## src/sv/bounded_priority_event_queue_defines.svh

```systemverilog
// Assertion macros used by the priority event queue datapath
`ifndef BOUNDED_PRIORITY_EVENT_QUEUE_DEFINES_SVH
`define BOUNDED_PRIORITY_EVENT_QUEUE_DEFINES_SVH

// Property that must hold at every clock edge outside reset
`define BPEQ_ASSERT(lbl, prop, msg) \
  lbl: assert property (@(posedge clk) disable iff (rst) (prop)) else $error(msg);

// Property that must hold in the cycle after the trigger
`define BPEQ_ASSERT_NEXT(lbl, ante, cons, msg) \
  lbl: assert property (@(posedge clk) disable iff (rst) (ante) |=> (cons)) else $error(msg);

`endif

```

## src/sv/bpeq_pkg.sv

```systemverilog
// Types and constants for the bounded priority event queue
package bpeq_pkg;

  localparam int unsigned DEPTH    = 64;
  localparam int unsigned HANDLE_W = 16;
  localparam int unsigned PRIO_W   = 8;
  localparam int unsigned CNT_W    = $clog2(DEPTH + 1);
  localparam int unsigned ADDR_W   = $clog2(DEPTH);
  localparam int unsigned ENTRY_W  = PRIO_W + HANDLE_W;
  localparam int unsigned OP_W     = 3;
  localparam int unsigned MAXE_W   = 7;
  localparam int unsigned PADDR_W  = 3;
  localparam int unsigned PDATA_W  = 32;

  localparam logic [CNT_W-1:0]  CNT_DEPTH   = CNT_W'(DEPTH);
  localparam logic [MAXE_W-1:0] MAXE_RESET  = MAXE_W'(64);

  // Register index, taken from paddr bit 2
  localparam logic REG_ENABLE = 1'b0;
  localparam logic REG_MAX    = 1'b1;

  typedef enum logic [OP_W-1:0] {
    OP_PUT   = 3'd0,
    OP_GET   = 3'd1,
    OP_CLEAN = 3'd2,
    OP_ABORT = 3'd3,
    OP_STOP  = 3'd4
  } op_t;

  typedef enum logic [2:0] {
    ST_OK      = 3'd0,
    ST_INVALID = 3'd1,
    ST_UNINIT  = 3'd2,
    ST_FULL    = 3'd3,
    ST_EMPTY   = 3'd4,
    ST_ABORT   = 3'd5
  } status_t;

  typedef enum logic [2:0] {
    S_IDLE,
    S_DECODE,
    S_SHIFT,
    S_POP,
    S_FINISH
  } state_t;

  // Commands from the controller to the datapath
  typedef struct packed {
    logic load;
    logic decode;
    logic step;
    logic place;
    logic capture;
    logic finish;
  } dp_cmd_t;

  // Status from the datapath to the controller
  typedef struct packed {
    logic put_ok;
    logic get_ok;
    logic shift_more;
    logic out_free;
  } dp_stat_t;

endpackage

```

## src/sv/bpeq_ram.sv

```systemverilog
// Generic single write port RAM with registered read
module bpeq_ram #(
  parameter int unsigned WIDTH = 24,
  parameter int unsigned DEPTH = 64
) (
  input  logic                     clk,
  input  logic                     we,
  input  logic [$clog2(DEPTH)-1:0] waddr,
  input  logic [WIDTH-1:0]         wdata,
  input  logic [$clog2(DEPTH)-1:0] raddr,
  output logic [WIDTH-1:0]         rdata
);

  logic [WIDTH-1:0] mem [DEPTH];

  always_ff @(posedge clk) begin
    if (we) begin
      mem[waddr] <= wdata;
    end
    rdata <= mem[raddr];
  end

endmodule

```

## src/sv/bpeq_ctrl.sv

```systemverilog
// Sequencer for the priority event queue
module bpeq_ctrl (
  input  logic               clk,
  input  logic               rst,
  input  logic               req_valid,
  output logic               req_ready,
  input  bpeq_pkg::dp_stat_t stat,
  output bpeq_pkg::dp_cmd_t  cmd
);

  bpeq_pkg::state_t state;
  bpeq_pkg::state_t state_next;

  // State register
  always_ff @(posedge clk) begin
    if (rst) begin
      state <= bpeq_pkg::S_IDLE;
    end else begin
      state <= state_next;
    end
  end

  // Next state
  always_comb begin
    state_next = state;
    unique case (state)
      bpeq_pkg::S_IDLE: begin
        if (req_valid) state_next = bpeq_pkg::S_DECODE;
      end
      bpeq_pkg::S_DECODE: begin
        if (stat.put_ok)      state_next = bpeq_pkg::S_SHIFT;
        else if (stat.get_ok) state_next = bpeq_pkg::S_POP;
        else                  state_next = bpeq_pkg::S_FINISH;
      end
      bpeq_pkg::S_SHIFT: begin
        if (!stat.shift_more) state_next = bpeq_pkg::S_FINISH;
      end
      bpeq_pkg::S_POP: begin
        state_next = bpeq_pkg::S_FINISH;
      end
      bpeq_pkg::S_FINISH: begin
        if (stat.out_free) state_next = bpeq_pkg::S_IDLE;
      end
      default: state_next = bpeq_pkg::S_IDLE;
    endcase
  end

  // Commands
  always_comb begin
    cmd       = '0;
    req_ready = 1'b0;
    unique case (state)
      bpeq_pkg::S_IDLE: begin
        req_ready = 1'b1;
        cmd.load  = req_valid;
      end
      bpeq_pkg::S_DECODE: cmd.decode = 1'b1;
      bpeq_pkg::S_SHIFT: begin
        cmd.step  = stat.shift_more;
        cmd.place = !stat.shift_more;
      end
      bpeq_pkg::S_POP:    cmd.capture = 1'b1;
      bpeq_pkg::S_FINISH: cmd.finish  = stat.out_free;
      default: ;
    endcase
  end

endmodule

```

## src/sv/bpeq_dp.sv

```systemverilog
// Datapath: entry store, count, abort flag and result register
`include "bounded_priority_event_queue_defines.svh"

module bpeq_dp (
  input  logic                                clk,
  input  logic                                rst,
  input  bpeq_pkg::dp_cmd_t                   cmd,
  output bpeq_pkg::dp_stat_t                  stat,
  input  logic [bpeq_pkg::OP_W-1:0]           opcode,
  input  logic [bpeq_pkg::HANDLE_W-1:0]       event_handle,
  input  logic signed [bpeq_pkg::PRIO_W-1:0]  priority_req,
  input  logic                                enable,
  input  logic [bpeq_pkg::CNT_W-1:0]          limit,
  input  logic                                rsp_ready,
  output logic                                rsp_valid,
  output logic [2:0]                          status,
  output logic [bpeq_pkg::HANDLE_W-1:0]       event_out,
  output logic [bpeq_pkg::CNT_W-1:0]          entry_count,
  output logic                                is_full,
  output logic                                has_event
);

  // Latched item
  logic [bpeq_pkg::OP_W-1:0]          op_q;
  logic [bpeq_pkg::HANDLE_W-1:0]      handle_q;
  logic signed [bpeq_pkg::PRIO_W-1:0] prio_q;

  // Queue state and working registers
  logic [bpeq_pkg::CNT_W-1:0]    count;
  logic                          abort_flag;
  logic [bpeq_pkg::CNT_W-1:0]    ptr;
  bpeq_pkg::status_t             status_q;
  bpeq_pkg::status_t             status_code;
  logic [bpeq_pkg::HANDLE_W-1:0] popped;

  // RAM ports
  logic                          we;
  logic [bpeq_pkg::ADDR_W-1:0]   waddr;
  logic [bpeq_pkg::ADDR_W-1:0]   raddr;
  logic [bpeq_pkg::ENTRY_W-1:0]  wdata;
  logic [bpeq_pkg::ENTRY_W-1:0]  rdata;
  logic [bpeq_pkg::CNT_W-1:0]    cnt_m1;
  logic [bpeq_pkg::CNT_W-1:0]    ptr_m2;
  logic signed [bpeq_pkg::PRIO_W-1:0] rd_prio;
  logic [bpeq_pkg::HANDLE_W-1:0] rd_handle;

  assign cnt_m1    = count - 1'b1;
  assign ptr_m2    = ptr - 2'd2;
  assign rd_prio   = signed'(rdata[bpeq_pkg::ENTRY_W-1 -: bpeq_pkg::PRIO_W]);
  assign rd_handle = rdata[bpeq_pkg::HANDLE_W-1:0];

  // Checks on the latched item
  always_comb begin
    status_code = bpeq_pkg::ST_OK;
    unique case (op_q)
      bpeq_pkg::OP_PUT: begin
        if (handle_q == '0)     status_code = bpeq_pkg::ST_INVALID;
        else if (!enable)       status_code = bpeq_pkg::ST_UNINIT;
        else if (count >= limit) status_code = bpeq_pkg::ST_FULL;
      end
      bpeq_pkg::OP_GET: begin
        if (!enable)            status_code = bpeq_pkg::ST_UNINIT;
        else if (abort_flag)    status_code = bpeq_pkg::ST_ABORT;
        else if (count == '0)   status_code = bpeq_pkg::ST_EMPTY;
      end
      default: status_code = bpeq_pkg::ST_OK;
    endcase
  end

  assign stat.put_ok     = (op_q == bpeq_pkg::OP_PUT) && (status_code == bpeq_pkg::ST_OK);
  assign stat.get_ok     = (op_q == bpeq_pkg::OP_GET) && (status_code == bpeq_pkg::ST_OK);
  // Entry below ptr moves up while its priority is not lower than the new one
  assign stat.shift_more = (ptr != '0) && (rd_prio >= prio_q);
  assign stat.out_free   = !rsp_valid || rsp_ready;

  // Store access: the walk reads two entries below the one it writes
  assign raddr = cmd.decode ? cnt_m1[bpeq_pkg::ADDR_W-1:0] : ptr_m2[bpeq_pkg::ADDR_W-1:0];
  assign we    = cmd.step || cmd.place;
  assign waddr = ptr[bpeq_pkg::ADDR_W-1:0];
  assign wdata = cmd.step ? rdata : {prio_q, handle_q};

  bpeq_ram #(
    .WIDTH (bpeq_pkg::ENTRY_W),
    .DEPTH (bpeq_pkg::DEPTH)
  ) u_store (
    .clk   (clk),
    .we    (we),
    .waddr (waddr),
    .wdata (wdata),
    .raddr (raddr),
    .rdata (rdata)
  );

  // Count and abort flag
  always_ff @(posedge clk) begin
    if (rst) begin
      count      <= '0;
      abort_flag <= 1'b0;
    end else begin
      if (cmd.decode) begin
        priority if (stat.get_ok) begin
          count <= cnt_m1;
        end else if (op_q == bpeq_pkg::OP_CLEAN) begin
          count <= '0;
        end else if (op_q == bpeq_pkg::OP_ABORT) begin
          abort_flag <= 1'b1;
        end else if (op_q == bpeq_pkg::OP_STOP) begin
          count      <= '0;
          abort_flag <= 1'b0;
        end
      end
      if (cmd.place) begin
        count <= count + 1'b1;
      end
    end
  end

  // Item latch, walk pointer and result fields
  always_ff @(posedge clk) begin
    if (cmd.load) begin
      op_q     <= opcode;
      handle_q <= event_handle;
      prio_q   <= priority_req;
    end
    if (cmd.decode) begin
      status_q <= status_code;
      popped   <= '0;
      ptr      <= count;
    end
    if (cmd.step) begin
      ptr <= ptr - 1'b1;
    end
    if (cmd.capture) begin
      popped <= rd_handle;
    end
  end

  // Result register
  always_ff @(posedge clk) begin
    if (rst) begin
      rsp_valid <= 1'b0;
    end else if (cmd.finish) begin
      rsp_valid <= 1'b1;
    end else if (rsp_ready) begin
      rsp_valid <= 1'b0;
    end
  end

  always_ff @(posedge clk) begin
    if (cmd.finish) begin
      status      <= status_q;
      event_out   <= popped;
      entry_count <= count;
      is_full     <= (count >= limit);
      has_event   <= (count != '0);
    end
  end

  `BPEQ_ASSERT(a_count_bound, count <= bpeq_pkg::CNT_DEPTH, "entry count above depth")
  `BPEQ_ASSERT(a_ptr_bound, !(cmd.step || cmd.place) || (ptr <= count), "walk pointer past count")
  `BPEQ_ASSERT(a_put_room, !cmd.place || (count < limit), "insert into a full queue")
  `BPEQ_ASSERT_NEXT(a_place_grows, cmd.place, count == $past(count) + 1'b1, "insert lost count")

endmodule

```

## src/sv/bounded_priority_event_queue.sv

```systemverilog
// Top level of the bounded priority event queue: register port and block wiring
//
//  channel   | handshake                  | payload
//  ----------+----------------------------+-------------------------------------------
//  request   | req_valid / req_ready      | opcode, event_handle, priority_req
//  response  | rsp_valid / rsp_ready      | status, event_out, entry_count, is_full,
//            |                            | has_event
//  registers | psel, penable, pwrite      | paddr, pwdata, prdata, pready
//
//  Each item takes count-independent time except an accepted put, whose walk moves up m
//  entries (0 to 63), one entry per store cycle; a get passes through decode, pop and
//  finish, anything else through decode and finish.
//  Reset (synchronous, rst high) empties the queue, clears the abort flag, disables the
//  queue and sets max_entries to 64; the entry store itself is not cleared.
//  A held result waits in the output register; the request side stays open meanwhile,
//  and the sequencer stalls only at its final step until that register is free.
module bounded_priority_event_queue (
  input  logic                                clk,
  input  logic                                rst,
  input  logic                                psel,
  input  logic                                penable,
  input  logic                                pwrite,
  input  logic [bpeq_pkg::PADDR_W-1:0]        paddr,
  input  logic [bpeq_pkg::PDATA_W-1:0]        pwdata,
  output logic [bpeq_pkg::PDATA_W-1:0]        prdata,
  output logic                                pready,
  input  logic                                req_valid,
  output logic                                req_ready,
  input  logic [bpeq_pkg::OP_W-1:0]           opcode,
  input  logic [bpeq_pkg::HANDLE_W-1:0]       event_handle,
  input  logic signed [bpeq_pkg::PRIO_W-1:0]  priority_req,
  output logic                                rsp_valid,
  input  logic                                rsp_ready,
  output logic [2:0]                          status,
  output logic [bpeq_pkg::HANDLE_W-1:0]       event_out,
  output logic [bpeq_pkg::CNT_W-1:0]          entry_count,
  output logic                                is_full,
  output logic                                has_event
);

  logic                          enable;
  logic [bpeq_pkg::MAXE_W-1:0]   max_entries;
  logic [bpeq_pkg::CNT_W-1:0]    limit;
  bpeq_pkg::dp_cmd_t             cmd;
  bpeq_pkg::dp_stat_t            stat;

  assign pready = 1'b1;

  // Register writes
  always_ff @(posedge clk) begin
    if (rst) begin
      enable      <= 1'b0;
      max_entries <= bpeq_pkg::MAXE_RESET;
    end else if (psel && penable && pwrite) begin
      unique case (paddr[2])
        bpeq_pkg::REG_ENABLE: enable      <= pwdata[0];
        bpeq_pkg::REG_MAX:    max_entries <= pwdata[bpeq_pkg::MAXE_W-1:0];
        default: ;
      endcase
    end
  end

  // Register reads
  always_comb begin
    unique case (paddr[2])
      bpeq_pkg::REG_ENABLE: prdata = bpeq_pkg::PDATA_W'(enable);
      bpeq_pkg::REG_MAX:    prdata = bpeq_pkg::PDATA_W'(max_entries);
      default:              prdata = '0;
    endcase
  end

  // Effective limit: the smaller of max_entries and the store depth
  always_comb begin
    if (int'(max_entries) > bpeq_pkg::DEPTH) begin
      limit = bpeq_pkg::CNT_DEPTH;
    end else begin
      limit = bpeq_pkg::CNT_W'(max_entries);
    end
  end

  bpeq_ctrl u_ctrl (
    .clk       (clk),
    .rst       (rst),
    .req_valid (req_valid),
    .req_ready (req_ready),
    .stat      (stat),
    .cmd       (cmd)
  );

  bpeq_dp u_dp (
    .clk          (clk),
    .rst          (rst),
    .cmd          (cmd),
    .stat         (stat),
    .opcode       (opcode),
    .event_handle (event_handle),
    .priority_req (priority_req),
    .enable       (enable),
    .limit        (limit),
    .rsp_ready    (rsp_ready),
    .rsp_valid    (rsp_valid),
    .status       (status),
    .event_out    (event_out),
    .entry_count  (entry_count),
    .is_full      (is_full),
    .has_event    (has_event)
  );

endmodule
```

## config.mk

```make
export PLATFORM = sky130hd
export DESIGN_NAME = bounded_priority_event_queue
export DESIGN_NICKNAME = d
export VERILOG_FILES = /design/src/sv/bpeq_pkg.sv /design/src/sv/bpeq_ram.sv /design/src/sv/bpeq_ctrl.sv /design/src/sv/bpeq_dp.sv /design/src/sv/bounded_priority_event_queue.sv
export VERILOG_INCLUDE_DIRS = /design/src /design/src/sv
export SDC_FILE = /design/constraint.sdc
export NUM_CORES = 2
export LEC_CHECK = 0
export ABC_AREA = 1
export BUFFER_PORTS_ARGS = -buffer_cell sky130_fd_sc_hd__buf_2
export CAP_MARGIN = 20
export CORE_AREA = 4 4 327 409
export CTS_BUF_LIST = sky130_fd_sc_hd__clkbuf_16
export DETAILED_ROUTE_END_ITERATION = 8
export DIE_AREA = 0 0 331 413
export PLACE_DENSITY = 0.84
export SYNTH_ARGS = -nofsm -noshare
export SYNTH_HDL_FRONTEND = slang
export SYNTH_SLANG_ARGS = --single-unit
```

## constraint.sdc

```tcl
create_clock -name clk -period 4.9 [get_ports clk]
set_input_delay 0.98 -clock clk [delete_from_list [all_inputs] [get_ports clk]]
set_output_delay 0.98 -clock clk [all_outputs]
set_load 0.05 [all_outputs]
```

### After elaboration in Yosys (flattened, before gate mapping)

Memory sizes are Yosys's and may differ from the RTL's. A register that Yosys moved wholly into a read port is not among the register bits.
Cells that the tools add are included.

| storage, ports and cells | value |
|---|---|
| register bits | 101 |
| RAM bits | 1536 |
| input port bits | 69 |
| output and inout port bits | 63 |
| word-level logic and storage cells | 106 |
| memories | 1 |

| operators by class | value |
|---|---|
| add/sub/neg operators | 4 |
| order comparisons | 3 |
| equality and inequality tests | 12 |
| muxes and demuxes | 39 |
| bitwise gates (word level) | 3 |
| reduce and logical (&&, ||, !) cells | 27 |

Memories:

| name | words | width | rd ports | clocked after memory_dff | wr ports | line | source |
|---|---|---|---|---|---|---|---|
| u_dp.u_store.mem | 64 | 24 | 1 | 1 | 1 | bpeq_ram.sv:14 | `logic [WIDTH-1:0] mem [DEPTH];` |

Operator list:

| cell | number |
|---|---|
| $pmux 32 s2 | 1 |
| $mux 7 | 9 |
| $mux 16 | 2 |
| $mux 3 | 10 |
| $mux 24 | 1 |
| $logic_not 16->1 | 1 |
| $pmux 3 s5 | 1 |
| $reduce_bool 7->1 | 2 |
| $sub 7x1->7 const B | 2 |
| $eq 3x2->1 const B | 4 |
| $mux 1 | 11 |
| $reduce_bool 2->1 | 5 |
| $logic_not 3->1 | 3 |
| $ge 8x8->1 | 1 |
| $add 7x1->7 const B | 1 |
| $ge 7x7->1 | 1 |
| $gt 7x7->1 const B | 1 |
| $logic_not 7->1 | 1 |
| $eq 3x1->1 const B | 2 |
| $eq 3x3->1 const B | 2 |
| $mux 6 | 1 |
| $pmux 3 s2 | 1 |
| $reduce_and 3->1 | 2 |
| $sub 6x2->6 const B | 1 |
| other kinds (11) | 22 |

### Longest topological paths before layout

| logic depth | value |
|---|---|
| depth in word-level cells | 12 |
| mapped depth | 18 |
| gate-level depth less buffers | 18 |

### By module

Synthesis repeated with hierarchy kept, for this count alone.

| unflattened totals | value |
|---|---|
| cell total of the unflattened synthesis | 5848 |
| area total of the unflattened synthesis | 68151.6 µm² |

By module, submodules not included:

| module | times used | cells an instance | area an instance (µm²) | seq. area each (µm²) |
|---|---|---|---|---|
| bpeq_ram | 1 | 5230 | 62755.2 | 46604.7 |
| bpeq_dp | 1 | 471 | 4470.5 | 2612.5 |
| bounded_priority_event_queue | 1 | 108 | 685.7 | 160.2 |
| bpeq_ctrl | 1 | 39 | 240.2 | 60.1 |

### Least setup slack after synthesis

No wires, ideal clock.

| timing | value |
|---|---|
| path type | reg-to-reg |
| start point | reg u_dp.ptr[0] (netlist bit) |
| end point | mem u_dp.u_store.mem[0][17], data pin |
| setup time | 0.702 ns |
| arrival time | 4.274 ns |
| required time | 4.198 ns |
| slack | -0.076 ns |
| stages on the path, launching flop included | 11 |
| buffers on the path | 1 |
| clock period less this slack | 4.976 ns |
| cell sequence | edfxtp_1 > inv_1 > ha_1 > nand3_1 > or2_2 > nand2_1 > inv_1 > nand2_1 > inv_1 > clkbuf_1 > o21ai_0 |

| on the way | value |
|---|---|
| longest elaborated chain between the ends | 4 |

RTL lines:

| what | line | source |
|---|---|---|
| start: declaration | bpeq_dp.sv:31 | `logic [bpeq_pkg::CNT_W-1:0] ptr;` |
| start signal: assignment | bpeq_dp.sv:128 | `ptr <= count;` |
| start signal: assignment | bpeq_dp.sv:131 | `ptr <= ptr - 1'b1;` |
| $reduce_bool 7->1 | bpeq_dp.sv:73 | `assign stat.shift_more = (ptr != '0) && (rd_prio >= prio_q);` |
| $logic_and 1x1->1 | bpeq_dp.sv:73 |  |
| $mux 2 | bpeq_ctrl.sv:52 | `unique case (state)` |
| $mux 24 | bpeq_dp.sv:80 | `assign wdata = cmd.step ? rdata : {prio_q, handle_q};` |
| via u_dp.u_store.wdata[17] | bpeq_ram.sv:9 | `input logic [WIDTH-1:0] wdata,` |
| end: declaration | bpeq_ram.sv:14 |  |

The timed path passes the listed nets, and every way through them passes these cells.

### Worst setup path in the final report

| timing | value |
|---|---|
| start point | reg u_ctrl.state[1] |
| end point | reg u_dp.u_store.rdata[11] (read register of u_dp.u_store.mem) |

| on the way | value |
|---|---|
| longest elaborated chain between the ends | 3 |

RTL lines:

| what | line | source |
|---|---|---|
| start: declaration | bpeq_ctrl.sv:11 | `bpeq_pkg::state_t state;` |
| start signal: assignment | bpeq_ctrl.sv:17 | `state <= bpeq_pkg::S_IDLE;` |
| start signal: assignment | bpeq_ctrl.sv:19 | `state <= state_next;` |
| $eq 3x1->1 | bpeq_ctrl.sv:52 |  |
| $mux 1 | bpeq_ctrl.sv:52 |  |
| $mux 6 | bpeq_dp.sv:77 | `assign raddr = cmd.decode ? cnt_m1[bpeq_pkg::ADDR_W-1:0] : ptr_m2[bpeq_pkg::ADDR_W-1:0];` |
| end: declaration | bpeq_ram.sv:11 | `output logic [WIDTH-1:0] rdata` |

No other way between the ends.
A chain may end at the register's enable or synchronous reset.

==> run_results.csv <==
group,metric,value,unit
status,outcome,"completed",
worst_setup_path,slowest_delay,0.49,ns
floorplan,die_width,331,um
cells_and_area,final_common_cell,"nand2_1",
logic_synthesis,synthMuxAreaShare,0,%
hold_path,hold-path-cell-count,1,
cells_and_area,finalCoreUtilization,60.4,%
cells_and_area,final_cell_mix,"nand2_1 (1856), edfxtp_1 (1617), nand3_1 (1128)",
sta,skew,0.0348,ns
placement,portBuffers,78,
drt,wl,196,mm
worst_setup_path,cp-end-kind,"flip-flop",
clocking,insertion_delay,0.80,ns
sta,fmax,258,MHz
drt,first_pass_iters,8,
global_route,grt_max_degree,186,
clocking,cts-root-buf,"clkbuf_16",
worst_setup_path,cp.required,5.56,ns
floorplan,die_area,137000,um2
sta,fin_crit_sh,79.1,%
logic_synthesis,synth-simple-area-share,20.3,%
worst_setup_path,criticalPathCategory,"reg2reg",
drt,via_per_inst,5.99,
cells_and_area,drive_gt1_share,8.35,%
sta,maxSlewHeadroom,27.5,%
clocking,h-tree-depth,4,
placement,dp_slack,1.29,ns
cells_and_area,fin_nets,6593,
power_and_ir_drop,leakage,31.2,nW
logic_synthesis,synth_compound_area_share,2.13,%
drt,via_count,50032,
floorplan,pin_count,132,
clocking,max-clock-path-buffers,3,
sta,rsz0062_at_grt,"no",
drt,drc,0,
clocking,path_clk_slew,0.07,ns
floorplan,core_area,130000,um2
logic_synthesis,synth.yosys.seq_area_share,69.6,%
floorplan,num_rows,148,
logic_synthesis,syn_avg_cell_area,11.0,um2
worst_setup_path,slowest_stage,"inv_8",
clocking,cts_tree,"yes",
logic_synthesis,synthCells,6475,
drt,ant_nets,0,
global_route,grt.overflow.total,0,
power_and_ir_drop,p_per_area,499,nW/um2
logic_synthesis,ys_warn_count,0,
flow_run,drv_cap,0,
global_route,grt_pass1_vias,48828,
worst_setup_path,crit_top_cell,"nand3_1",
cells_and_area,design_area,78500,um2
worst_setup_path,critPathBufInv,3,
worst_setup_path,path_depth,13,
global_route,track_usage,28.2,%
logic_synthesis,synth_xor_area_share,0.148,%
worst_setup_path,critical-path-top-delay-family,"simple AND/OR/NAND/NOR gates",
sta,setup_viol,0,
worst_setup_path,rr_worst_depth,13,
clocking,cts_setup_buffers,0,
floorplan,initial_utilization,54.7,%
worst_setup_path,critical_path.max_fanout,104,
drt,wl_per_cell,23.4,um
hold_path,hold_path_class,"in2reg",
clocking,hold_buffers,0,
cells_and_area,area_delta_synth_final,10.5,%
worst_setup_path,cp_cell_sequence,"inv_1 -> nand3_2 -> nand2_4 -> nand2_8 -> inv_8 -> buf_12 -> nand2_1 -> nand3_1 -> nand3_1 -> nand3_1 -> nand3_1 -> nand3_1 -> nand2_1",
worst_setup_path,start_kind,"flip-flop",
logic_synthesis,ys_seq_elements,1661,
worst_setup_path,cp.arrival,4.53,ns
sta,timing.final.ws_setup,1.02,ns
placement,placed_cell_area,73700,um2
sta,report.final.hold_viol_count,0,
power_and_ir_drop,irDropWorstVdd,0.480,mV
clocking,cts.sinks,1661,
logic_synthesis,synth_fa_ha_area_share,0.405,%
placement,finalWeightedCongestion,0.913,
sta,slew_viol_final,0,
logic_synthesis,synth.distinct_cells,33,
logic_synthesis,syn_area,71000,um2
sta,fin_crit,3.88,ns
placement,dp_hpwl,106,mm
drt,drt_iter0_drc,7818,
floorplan,fp.dieH,413,um
global_route,antenna_found_initial,20,
global_route,grt_pass1_wl,287,mm
logic_synthesis,synth_top_family_by_area,"simple AND/OR/NAND/NOR gates",
sta,worstMarginPinSlew,1.09,ns
clocking,postCtsResizedCells,0,
clocking,cts_inserted_buffers,147,
==> kinds of logic after synthesis <==
family / after synthesis
simple gates: 3302
compound gates: 238
fa+ha+maj: 23
other cells: 2
flops: 1661
xor+xnor: 12
buf+inv: 1237
==> sequential cells by signal, summed over array words and instances, names as in the netlist, 7 cells and up <==
signal              count
u_dp.u_store.mem     1536
max_entries             7
u_dp.u_store.rdata     24
u_dp.entry_count        7
u_dp.count              7
u_dp.prio_q             8
u_dp.popped            16
u_dp.ptr                7
u_dp.handle_q          16
u_dp.event_out         16
==> through the flow <==
step	total power, mW	std cells	setup TNS (ns)	hold WS, ns
finish	39.1	8355	0	0.373
global route	40.3	8346	0	0.357
floorplan	23.5	6499	-33.95	0.400
CTS	38.7	8344	0	0.334
detailed placement	27.4	8076	0	0.415
global placement	27.0	8076	0	0.402
==> cells in the mapped netlist <==
master | number | area (um2)
nand2_1 | 1858 | 6970
edfxtp_1 | 1617 | 48600
nand3_1 | 1128 | 5650
inv_1 | 847 | 3180
buf_2 | 166 | 831
nor2_1 | 148 | 556
nand3b_1 | 144 | 1080
o211ai_1 | 122 | 916
clkbuf_1 | 95 | 357
buf_4 | 84 | 631
o21ai_0 | 70 | 350
dfxtp_1 | 44 | 881
a21oi_1 | 32 | 160
buf_1 | 29 | 109
ha_1 | 23 | 288
buf_6 | 10 | 113
nand4_1 | 9 | 56.3
o21ai_1 | 9 | 45.0
xor2_1 | 9 | 78.8
nor3_1 | 7 | 35.0
inv_2 | 5 | 18.8
nand2_2 | 3 | 18.8
xnor2_1 | 3 | 26.3
a21o_1 | 2 | 15.0
conb_1 | 2 | 7.51
nand3_2 | 2 | 20.0
a311oi_1 | 1 | 8.76
inv_4 | 1 | 6.26
nor2_2 | 1 | 6.26
nor4_1 | 1 | 6.26
o21ai_2 | 1 | 8.76
o311a_1 | 1 | 10.0
or2_2 | 1 | 6.26
==> area by class of cell <==
type | instances | area [um2]
Fill cell | 9031 | 51400
Sequential cell | 1661 | 49400
Multi-Input combinational cell | 3601 | 16900
Clock buffer | 152 | 3800
Inverter | 853 | 3230
Tap cell | 1725 | 2160
Timing Repair Buffer | 237 | 1920
Clock inverter | 116 | 943
Antenna cell | 10 | 25.0
==> metal layers <==
layer | wire length, um | GRT usage, % | vias to the layer above
met5 | 135 | 0 | -
met4 | 15900 | 20.2 | 16
met1 | 61400 | 32.6 | 23330
met3 | 27500 | 7.79 | 945
met2 | 90700 | 45.1 | 4005
li1 | - | - | 21736
==> power by group <==
group	switching, mW	leakage, nW	internal, mW	total [mW]
Sequential	0.146	14.9	16.3	16.4
Combinational	8.55	13.8	2.70	11.2
Clock	5.08	2.41	6.38	11.5
Total	13.8	31.2	25.4	39.1
==> final timing paths <==
path                    from                      to  slack (ns)
max          u_ctrl.state[1]  u_dp.u_store.rdata[11]        1.02
max reg2reg  u_ctrl.state[1]  u_dp.u_store.rdata[11]        1.02
min          priority_req[1]          u_dp.prio_q[1]        0.37
min reg2reg   u_dp.popped[2]       u_dp.event_out[2]        0.43
(Power assumes the default switching activity.)
